<file path="src/design/bbec_pkg.sv">
package bbec_pkg;

    localparam int MAX_WIDTH   = 256;
    localparam int MAX_HEIGHT  = 256;
    localparam int MAX_KERNEL  = 15;

    localparam int COORD_W     = 8;
    localparam int DIM_W       = 9;
    localparam int KERNEL_W    = 4;
    localparam int RAD_W       = 3;
    localparam int CHAN_W      = 8;
    localparam int PIX_W       = 3 * CHAN_W;
    localparam int PIX_ADDR_W  = 2 * COORD_W;
    localparam int CNT_W       = 8;
    localparam int SUM_W       = 16;

    localparam int APB_ADDR_W  = 4;
    localparam int APB_DATA_W  = 32;

    // Register indexes on the configuration port.
    localparam logic [1:0] REG_WIDTH  = 2'd0;
    localparam logic [1:0] REG_HEIGHT = 2'd1;
    localparam logic [1:0] REG_GRAY   = 2'd2;
    localparam logic [1:0] REG_KERNEL = 2'd3;

    // Request codes.
    localparam logic REQ_WRITE = 1'b0;
    localparam logic REQ_BLUR  = 1'b1;

    typedef struct packed {
        logic [DIM_W-1:0]    image_width;
        logic [DIM_W-1:0]    image_height;
        logic                gray_input;
        logic [KERNEL_W-1:0] win_len;
    } cfg_t;

endpackage

</file>
<file path="src/design/bbec_divider.sv">
module bbec_divider
    import bbec_pkg::*;
(
    input  logic             aclk,
    input  logic             aresetn,
    input  logic             start,
    input  logic [SUM_W-1:0] dividend,
    input  logic [CNT_W-1:0] divisor,
    output logic             done,
    output logic [CHAN_W-1:0] quotient
);

    localparam int STEP_W = $clog2(CHAN_W + 1);

    logic              busy_reg, busy_next;
    logic              done_reg, done_next;
    logic [STEP_W-1:0] step_reg, step_next;
    logic [CNT_W-1:0]  rem_reg, rem_next;
    logic [CHAN_W-1:0] q_reg, q_next;
    logic [CNT_W-1:0]  dsr_reg, dsr_next;
    logic [CNT_W:0]    trial;
    logic              ge;

    assign done     = done_reg;
    assign quotient = q_reg;

    // The average never exceeds a channel maximum, so the upper dividend byte is
    // already below the divisor and only the low byte needs restoring steps.
    assign trial = {rem_reg, q_reg[CHAN_W-1]};
    assign ge    = trial >= {1'b0, dsr_reg};

    always_comb begin
        busy_next = busy_reg;
        done_next = 1'b0;
        step_next = step_reg;
        rem_next  = rem_reg;
        q_next    = q_reg;
        dsr_next  = dsr_reg;
        if (start) begin
            busy_next = 1'b1;
            step_next = '0;
            rem_next  = dividend[SUM_W-1:CHAN_W];
            q_next    = dividend[CHAN_W-1:0];
            dsr_next  = divisor;
        end else if (busy_reg) begin
            rem_next  = ge ? CNT_W'(trial - {1'b0, dsr_reg}) : trial[CNT_W-1:0];
            q_next    = {q_reg[CHAN_W-2:0], ge};
            step_next = step_reg + 1'b1;
            if (step_reg == STEP_W'(CHAN_W - 1)) begin
                busy_next = 1'b0;
                done_next = 1'b1;
            end
        end
    end

    always_ff @(posedge aclk) begin
        if (!aresetn) begin
            busy_reg <= 1'b0;
            done_reg <= 1'b0;
            step_reg <= '0;
        end else begin
            busy_reg <= busy_next;
            done_reg <= done_next;
            step_reg <= step_next;
        end
    end

    always_ff @(posedge aclk) begin
        rem_reg <= rem_next;
        q_reg   <= q_next;
        dsr_reg <= dsr_next;
    end

`ifndef SYNTHESIS
    a_div_nonzero: assert property (@(posedge aclk) disable iff (!aresetn)
        start |-> divisor != '0)
        else $error("divider started with a zero count");

    a_div_fits: assert property (@(posedge aclk) disable iff (!aresetn)
        start |-> dividend[SUM_W-1:CHAN_W] < divisor)
        else $error("divider quotient would not fit one channel");

    a_div_idle_start: assert property (@(posedge aclk) disable iff (!aresetn)
        start |-> !busy_reg)
        else $error("divider restarted while busy");
`endif

endmodule

</file>
<file path="config.mk">
export PLATFORM = sky130hd
export DESIGN_NAME = bbec_divider
export DESIGN_NICKNAME = d
export VERILOG_FILES = /design/src/design/bbec_pkg.sv /design/src/design/bbec_divider.sv
export SDC_FILE = /design/constraint.sdc
export NUM_CORES = 1
export LEC_CHECK = 0
export BUFFER_PORTS_ARGS = -buffer_cell sky130_fd_sc_hd__buf_2
export CAP_MARGIN = 20
export CORE_ASPECT_RATIO = 0.7
export CORE_MARGIN = 1.5
export CORE_UTILIZATION = 50
export DETAILED_ROUTE_END_ITERATION = 8
export GPL_TIMING_DRIVEN = 0
export PLACE_DENSITY_LB_ADDON = 0.25
export SYNTH_ARGS = -nofsm -noshare
export SYNTH_HDL_FRONTEND = slang
export SYNTH_SLANG_ARGS = --single-unit
</file>
<file path="constraint.sdc">
create_clock -name aclk -period 2.8 [get_ports aclk]
set_input_delay 0.56 -clock aclk [delete_from_list [all_inputs] [get_ports aclk]]
set_output_delay 0.56 -clock aclk [all_outputs]
set_load 0.02 [all_outputs]
</file>
==> out/results.tsv <==
metric	value	unit
status	finished, final reports clean	
routed-wl-met2	1359	um
clk_latency	0.28	ns
synth_cells	142	
power_leakage	0.8563	nW
clkTransAtPathRegs	0.06	ns
ys.warnings.count	0	
synthDistinctLibCells	41	
finalWirelength	3203	um
arrival	2.46	ns
end_kind	flop	
ys_seq_area_frac	0.5083	
hold_buffers	0	
first_iter_violations	83	
antenna_found_initial	0	
pwr-share-clk	0.307	
vias_per_cell	5.350	
cts_root_buf	clkbuf_8	
peakVddDrop	434.5	uV
p_int	1.043	mW
die_h	51.12	um
fp.dieW	71.75	um
portBuffers	35	
synthesis.area	1654	sq um
nNetsFinal	221	
dr_wl_met3	202	um
cap_violations	0	
track_usage	0.1955	
clock-sinks	30	
setup_slack	0.3683	ns
floorplan.initialDensity	0.5254	
fin_setup_tns	0	ns
synth_edf_count	24	
hp-class	in2reg	
numCtsBuffers	5	
grt_pass1_vias	1190	
fillCellCount	264	
worst_pin_slew	0.5882	ns
seqPwrFrac	0.398	
power_density	729.8	nW/um^2
cp_slowest_stage_delay	0.39	ns
path_class	reg2reg	
setup_viol	0	
skew	0.002963	ns
slew_headroom	0.6079	
ys_ff_latch	30	
hold_violations	0	
crit_slowest_cell	edfxtp_1	
die-area	3668	sq um
antenna_cells	0	
wl_per_cell	14.36	um
synth.avg_cell_area	11.65	sq um
gp_congestion	0.8479	
grt_max_degree	17	
rsz0062_at_grt	false	
combPwrFrac	0.294	
first_pass_iters	4	
top_layer	met4	
layout_common_cells	35 x buf_2, 24 x edfxtp_1, 14 x inv_1, 10 x mux2_2, 9 x ha_1	
synthArstFlopShare	0	
crit_fanout	5	
path_buf_inv	0	
grt_overflow	0	
m1WireLength	1589	um
fin_crit_sh	0.8685	
cts_tree	done	
fmax	0.4112	GHz
grt_pass1_wl	5188	um
ant_nets	0	
maxSlewViolCount	0	
clockBufferDepth	2	
place_ws	0.3895	ns
pin_count	36	
cp_data_required_time	2.83	ns
dr_total_vias	1193	
crit_chain	ha_1 -> a21o_1 -> a221o_1 -> a21oi_4 -> mux2_1 -> mux2_2	
h-tree-depth	2	
hpwl	2391	um
final_common_cell	buf_2	
syn_nets	179	
ctsResizeCount	0	
cp_top_family	compound AO/OA/AOI/OAI gates	
cts_setup_buffers	0	
p_switching	0.4113	mW
core_area	3148	sq um
dominantRegCellSynth	edfxtp_1	
drc	0	
area_growth	20.50	%
cp-start-kind	flop	
period_needed	2.432	ns
row_count	17	
drive_gt1_frac	0.3027	
p_sw_frac	0.2828	
## cells by family after synthesis
family	Yosys count	share of synthesized area
adders and majority gates	10	0.08018
muxes	16	0.1067
DFF	30	0.5083
AOI/OAI and AO/OA	28	0.1165
and+or+nand+nor	36	0.1218
xor gates and xnor gates	4	0.02118
buffers and inverters	18	0.04538
## worst reg2reg max path: stages (launching register included)
cell      delay (ns)
edfxtp_1        0.39
ha_1            0.37
a21o_1          0.21
a221o_1         0.39
a21oi_4         0.18
mux2_1          0.37
mux2_2          0.27
## area by class of cell
| type | instances | area, sq um | area share |
|---|---|---|---|
| tap | 38 | 47.55 | 0.02385 |
| buffer | 4 | 22.52 | 0.01130 |
| multi-input combinational | 94 | 738.2 | 0.3704 |
| sequential | 30 | 840.8 | 0.4218 |
| inverter | 14 | 52.55 | 0.02637 |
| clock inverter | 1 | 30.03 | 0.01507 |
| clock buffer | 7 | 86.33 | 0.04331 |
| timing repair buffer | 35 | 175.2 | 0.08788 |
## stage by stage
step	hold WS [ns]	util	instances	power [mW]	instance area, sq um
after floorplan	0.4330	-	142	0.9040	1654
after global placement	0.4546	0.5962	215	0.9942	1877
after detailed placement	0.4742	0.5962	215	1.009	1877
after CTS	0.4431	0.6331	223	1.462	1993
after global routing	0.4425	0.6331	223	1.536	1993
final	0.4541	0.6331	223	1.455	1993
## path summary, 6_finish.rpt
check,cells after the start,slack [ns],end,from
hold / removal,1,0.45,dsr_reg[3],divisor[3]
setup / recovery,6,0.37,rem_reg[2],rem_reg[5]
hold reg to reg,1,0.49,done,step_reg[3]
setup reg to reg,6,0.37,rem_reg[2],rem_reg[5]
## metal layers
layer | GRT usage | up-vias
met4 | 0.08491 | 0
li1 | - | 605
met1 | 0.2510 | 550
met2 | 0.2963 | 33
met5 | 0 | -
met3 | 0.07495 | 5
## power groups by stage
stage | Clock (mW) | Sequential [mW] | Combinational (mW)
3_5_place_dp | 0 | 0.589 | 0.420
2_1_floorplan | 0 | 0.600 | 0.304
5_1_grt | 0.476 | 0.586 | 0.474
6_report | 0.447 | 0.579 | 0.428
3_3_place_gp | 0 | 0.586 | 0.409
4_1_cts | 0.456 | 0.580 | 0.425
## synthesized netlist by cell type (2+ instances only)
| cell | n | area (sq um) |
|---|---|---|
| nor2b_1 | 7 | 43.79 |
| nor2_1 | 6 | 22.52 |
| a21oi_1 | 8 | 40.04 |
| nand3b_1 | 2 | 15.01 |
| a21o_1 | 3 | 22.52 |
| buf_1 | 2 | 7.510 |
| xnor2_1 | 3 | 26.28 |
| mux2_2 | 10 | 112.6 |
| mux2_1 | 3 | 33.78 |
| and3_1 | 3 | 18.77 |
| inv_1 | 14 | 52.55 |
| nand2b_1 | 2 | 12.51 |
| o21ai_0 | 4 | 20.02 |
| nor3_1 | 3 | 15.01 |
| or2_2 | 2 | 12.51 |
| nand3_1 | 2 | 10.01 |
| edfxtp_1 | 24 | 720.7 |
| o21ai_1 | 2 | 10.01 |
| o21a_1 | 2 | 15.01 |
| nand2_1 | 4 | 15.01 |
| mux2i_1 | 3 | 30.03 |
| dfxtp_1 | 6 | 120.1 |
| ha_1 | 9 | 112.6 |
No activity file was read; power rests on OpenSTA's default activity.
