## src/design/bbec_pkg.sv

```systemverilog
package bbec_pkg;

    localparam int MAX_WIDTH   = 256;
    localparam int MAX_HEIGHT  = 256;
    localparam int MAX_KERNEL  = 15;

    localparam int COORD_W     = 8;
    localparam int DIM_W       = 9;
    localparam int KERNEL_W    = 4;
    localparam int RAD_W       = 3;
    localparam int CHAN_W      = 8;
    localparam int PIX_W       = 3 * CHAN_W;
    localparam int PIX_ADDR_W  = 2 * COORD_W;
    localparam int CNT_W       = 8;
    localparam int SUM_W       = 16;

    localparam int APB_ADDR_W  = 4;
    localparam int APB_DATA_W  = 32;

    // Register indexes on the configuration port.
    localparam logic [1:0] REG_WIDTH  = 2'd0;
    localparam logic [1:0] REG_HEIGHT = 2'd1;
    localparam logic [1:0] REG_GRAY   = 2'd2;
    localparam logic [1:0] REG_KERNEL = 2'd3;

    // Request codes.
    localparam logic REQ_WRITE = 1'b0;
    localparam logic REQ_BLUR  = 1'b1;

    typedef struct packed {
        logic [DIM_W-1:0]    image_width;
        logic [DIM_W-1:0]    image_height;
        logic                gray_input;
        logic [KERNEL_W-1:0] win_len;
    } cfg_t;

endpackage

```

## src/design/bbec_cfg.sv

```systemverilog
module bbec_cfg
    import bbec_pkg::*;
(
    input  logic                  aclk,
    input  logic                  aresetn,
    input  logic                  psel,
    input  logic                  penable,
    input  logic                  pwrite,
    input  logic [APB_ADDR_W-1:0] paddr,
    input  logic [APB_DATA_W-1:0] pwdata,
    output logic [APB_DATA_W-1:0] prdata,
    output logic                  pready,
    output cfg_t                  cfg
);

    cfg_t       cfg_reg;
    logic [1:0] reg_index;
    logic       wr_en;

    assign pready    = 1'b1;
    assign reg_index = paddr[3:2];
    assign wr_en     = psel && penable && pwrite && pready;
    assign cfg       = cfg_reg;

    always_ff @(posedge aclk) begin
        if (!aresetn) begin
            cfg_reg.image_width  <= DIM_W'(256);
            cfg_reg.image_height <= DIM_W'(256);
            cfg_reg.gray_input   <= 1'b0;
            cfg_reg.win_len      <= KERNEL_W'(5);
        end else if (wr_en) begin
            case (reg_index)
                REG_WIDTH:  cfg_reg.image_width  <= pwdata[DIM_W-1:0];
                REG_HEIGHT: cfg_reg.image_height <= pwdata[DIM_W-1:0];
                REG_GRAY:   cfg_reg.gray_input   <= pwdata[0];
                REG_KERNEL: cfg_reg.win_len      <= pwdata[KERNEL_W-1:0];
                default: begin
                end
            endcase
        end
    end

    always_comb begin
        case (reg_index)
            REG_WIDTH:  prdata = APB_DATA_W'(cfg_reg.image_width);
            REG_HEIGHT: prdata = APB_DATA_W'(cfg_reg.image_height);
            REG_GRAY:   prdata = APB_DATA_W'(cfg_reg.gray_input);
            REG_KERNEL: prdata = APB_DATA_W'(cfg_reg.win_len);
            default:    prdata = '0;
        endcase
    end

endmodule

```

## config.mk

```make
export PLATFORM = sky130hd
export DESIGN_NAME = bbec_cfg
export DESIGN_NICKNAME = d
export VERILOG_FILES = /design/src/design/bbec_pkg.sv /design/src/design/bbec_cfg.sv
export SDC_FILE = /design/constraint.sdc
export NUM_CORES = 1
export LEC_CHECK = 0
export BUFFER_PORTS_ARGS = -buffer_cell sky130_fd_sc_hd__buf_2
export CAP_MARGIN = 20
export CORE_ASPECT_RATIO = 0.6
export CORE_MARGIN = 1
export CORE_UTILIZATION = 44
export CTS_BUF_LIST = sky130_fd_sc_hd__clkbuf_8
export CTS_CLUSTER_DIAMETER = 40
export DETAILED_ROUTE_END_ITERATION = 8
export PLACE_DENSITY = 0.88
export REMOVE_ABC_BUFFERS = 1
export SLEW_MARGIN = 20
export SYNTH_ARGS = -nofsm -noshare
export SYNTH_HDL_FRONTEND = slang
export SYNTH_SLANG_ARGS = --single-unit
export TNS_END_PERCENT = 50
```

## constraint.sdc

```tcl
create_clock -name aclk -period 2.8 [get_ports aclk]
set_input_delay 0.56 -clock aclk [delete_from_list [all_inputs] [get_ports aclk]]
set_output_delay 0.56 -clock aclk [all_outputs]
set_load 0.1 [all_outputs]
```

==> results.sh <==
export IMPL_drc=0
export IMPL_cts_setup_buffers=0
export IMPL_cap_violations=0
export IMPL_syn_cell_area_um2=1250
export IMPL_root_buffer="clkbuf_8"
export IMPL_crit_required_ps=2240
export IMPL_final_hold_violation_count=0
export IMPL_crit_top_cell="buf_2"
export IMPL_hold_class="reg -> reg"
export IMPL_peakVddDrop_mv=0.280
export IMPL_synthCells=141
export IMPL_globalplace_congestion=0.671
export IMPL_fin_crit_ps=2230
export IMPL_die_y_um=43.3
export IMPL_cts_made_buffers=3
export IMPL_critPathMaxFanout=16
export IMPL_hold_slack_ps=477
export IMPL_p_switching_w=0.000329
export IMPL_final_cell_mix="buf_2 (47), mux2i_1 (29), nand2_1 (28)"
export IMPL_drt_wl_total_mm=2.40
export IMPL_dr_pass1_iters=6
export IMPL_synth_top_area_share_pct=36.9
export IMPL_drive_gt1_share_pct=29.7
export IMPL_nets=224
export IMPL_critical_path_top_delay_family="buffers and inverters"
export IMPL_worstReg2RegEnd="cfg[2]"
export IMPL_core_area_um2=2590
export IMPL_grt_max_degree=33
export IMPL_r2r_setup_slack_ps=2100
export IMPL_final_antenna_net_count=0
export IMPL_pin_count=97
export IMPL_clkSinkCount=23
export IMPL_initial_core_util_pct=48.2
export IMPL_worstSetupPathType="in -> out"
export IMPL_cp_slowest_cell="mux4_2"
export IMPL_die_x_um=70.8
export IMPL_largest_reg_flops=23
export IMPL_setup_slack_ps=571
export IMPL_cts_tree="built"
export IMPL_rsz0062_at_grt="false"
export IMPL_slowest_delay_ps=530
export IMPL_grt_pass1_wl_mm=3.81
export IMPL_clk_path_buf_depth=2
export IMPL_leakage_nw=0.757
export IMPL_cts_resized=0
export IMPL_clkTransAtPathRegs_ps=80
export IMPL_finalSetupTns_ps=0
export IMPL_fin_crit_sh_pct=79.6
export IMPL_clockPowerShare_pct=24.6
export IMPL_wire_per_inst_um=11.2
export IMPL_crit_cells=3
export IMPL_route_vias_total=999
export IMPL_setup_viol=0
export IMPL_routed_via_density=4.67
export IMPL_cp_cell_sequence="buf_2 -> mux4_2 -> buf_2"
export IMPL_crit_end="prdata[0]"
export IMPL_critical_path_endpoint_type="output pin"
export IMPL_crit_path_start="paddr[3]"
export IMPL_maxSlewHeadroom_pct=63.7
export IMPL_syn_to_final_growth_pct=15.2
export IMPL_slew_violations=0
export IMPL_path_buf_inv=2
export IMPL_ys_ff_latch=23
export IMPL_cts_hold_buf=0
export IMPL_row_count=14
export IMPL_yosysUniqueCellTypes=19
export IMPL_crit_arrival_ps=1670
export IMPL_first_iter_violations=65
export IMPL_fmax_ghz=0.449
export IMPL_sw_frac_of_total_pct=42.0
export IMPL_powerDensity_nw_per_um2=545
export IMPL_p_comb_share_pct=32.7
export IMPL_grt_met3_usage_pct=5.70
export IMPL_dpl_cell_area_um2=1390
export IMPL_clk_latency_ps=250
export IMPL_start_kind="primary input"
export IMPL_place_ws_ps=553
export IMPL_post_dp_hpwl_mm=1.75
export IMPL_fin_area_um2=1440
export IMPL_clock_skew_ps=0
export IMPL_gr_usage_met2_pct=25.8
export IMPL_grt_use_met1_pct=22.1
export IMPL_final_common_cell="buf_2"
export IMPL_p_seq_share_pct=42.7
export IMPL_die_area_um2=3060
export IMPL_max_slew_worst_pin_slew_ps=545
export IMPL_cts_max_level=1
export IMPL_track_usage_pct=16.2
export IMPL_p_int_w=0.000454
export IMPL_fin_util_pct=55.5
export IMPL_synth_area_leaders="dfxtp_1 (37%), mux2i_1 (23%), buf_4 (14%)"
export IMPL_insertedDiodeCount=0
export IMPL_synth_largest_area_cell="dfxtp_1"
export IMPL_status="finished clean"
export IMPL_syn_mean_instance_area_um2=8.86
export IMPL_antenna_found_initial=0
export IMPL_reg2regPathDepth=2
export IMPL_numPortBuffers=47
export IMPL_busiest_layer="met2"
export IMPL_ys_seq_area_share_pct=36.9
export IMPL_grt_remaining_overflow=0
export IMPL_timing_rr_start="cfg[2]"
export IMPL_yosysWarningCount=0
export IMPL_fill_cells=252
export IMPL_grt_pass1_vias=854
## synth_stat cells
library cell,n
nand3_1,3
buf_2,3
nor3b_1,1
o21ai_0,5
or3b_1,1
dfxtp_1,23
inv_1,2
buf_4,24
nor2b_1,3
clkbuf_1,5
mux2i_1,29
mux4_2,1
nor3_1,1
nor2_1,6
nand2_1,28
o311ai_0,2
conb_1,2
nand3_2,1
buf_6,1
## per-layer routing
| layer | wire, µm | share of wire [%] | vias to the layer above |
|---|---|---|---|
| met5 | 0 | 0 | - |
| met2 | 1050 | 44 | 43 |
| li1 | - | - | 497 |
| met4 | 8 | 0.33 | 0 |
| met3 | 153 | 6.4 | 2 |
| met1 | 1190 | 50 | 457 |
## layout make-up
type                       count  area [µm²]  share of cell area, %
multi-input combinational    105         643                   44.7
sequential                    23         460                   32.0
timing repair buffer          48         243                   16.9
clock buffer                   3        41.3                   2.87
tap                           32        40.0                   2.78
inverter                       2        7.51                  0.522
clock inverter                 1        3.75                  0.261
## worst min-delay path, cell delays in order (launching register included)
cell,delay [ps]
dfxtp_1,320
nand2_1,50
mux2i_1,50
## power groups by stage
stage	Sequential (W)	Clock, W	Combinational [W]
5_1_grt	0.000335	0.000216	0.000264
3_3_place_gp	0.000342	0	0.000254
2_1_floorplan	0.000375	0	0.000187
6_report	0.000335	0.000193	0.000256
4_1_cts	0.000335	0.000201	0.000256
3_5_place_dp	0.000342	0	0.000256
## worst min path at each step
stage	cells after the start	slack, ps	to	start
2_1_floorplan	1	650	cfg[0]	aresetn
3_3_place_gp	2	460	cfg[14]	cfg[14]
3_5_place_dp	2	470	cfg[21]	cfg[21]
4_1_cts	2	480	cfg[21]	cfg[21]
5_1_grt	2	490	cfg[19]	cfg[19]
6_report	2	480	cfg[16]	cfg[16]
## logic make-up (layout without fill, tap and decap cells)
family | Yosys count | after routing | share of synthesized area (%)
and+or+nand+nor | 44 | 44 | 15.4
buffers and inverters | 35 | 54 | 18.6
muxes | 30 | 30 | 25.1
DFF | 23 | 23 | 36.9
AOI/OAI and AO/OA | 7 | 7 | 3.41
other | 2 | 24 | 0.601
## metrics by stage
step	total power [W]	instances
3_3_place_gp	0.000597	210
3_5_place_dp	0.000598	210
5_1_grt	0.000816	214
6_report	0.000784	214
2_1_floorplan	0.000561	130
4_1_cts	0.000791	214
Note: power is estimated with default switching activity, not from simulation.
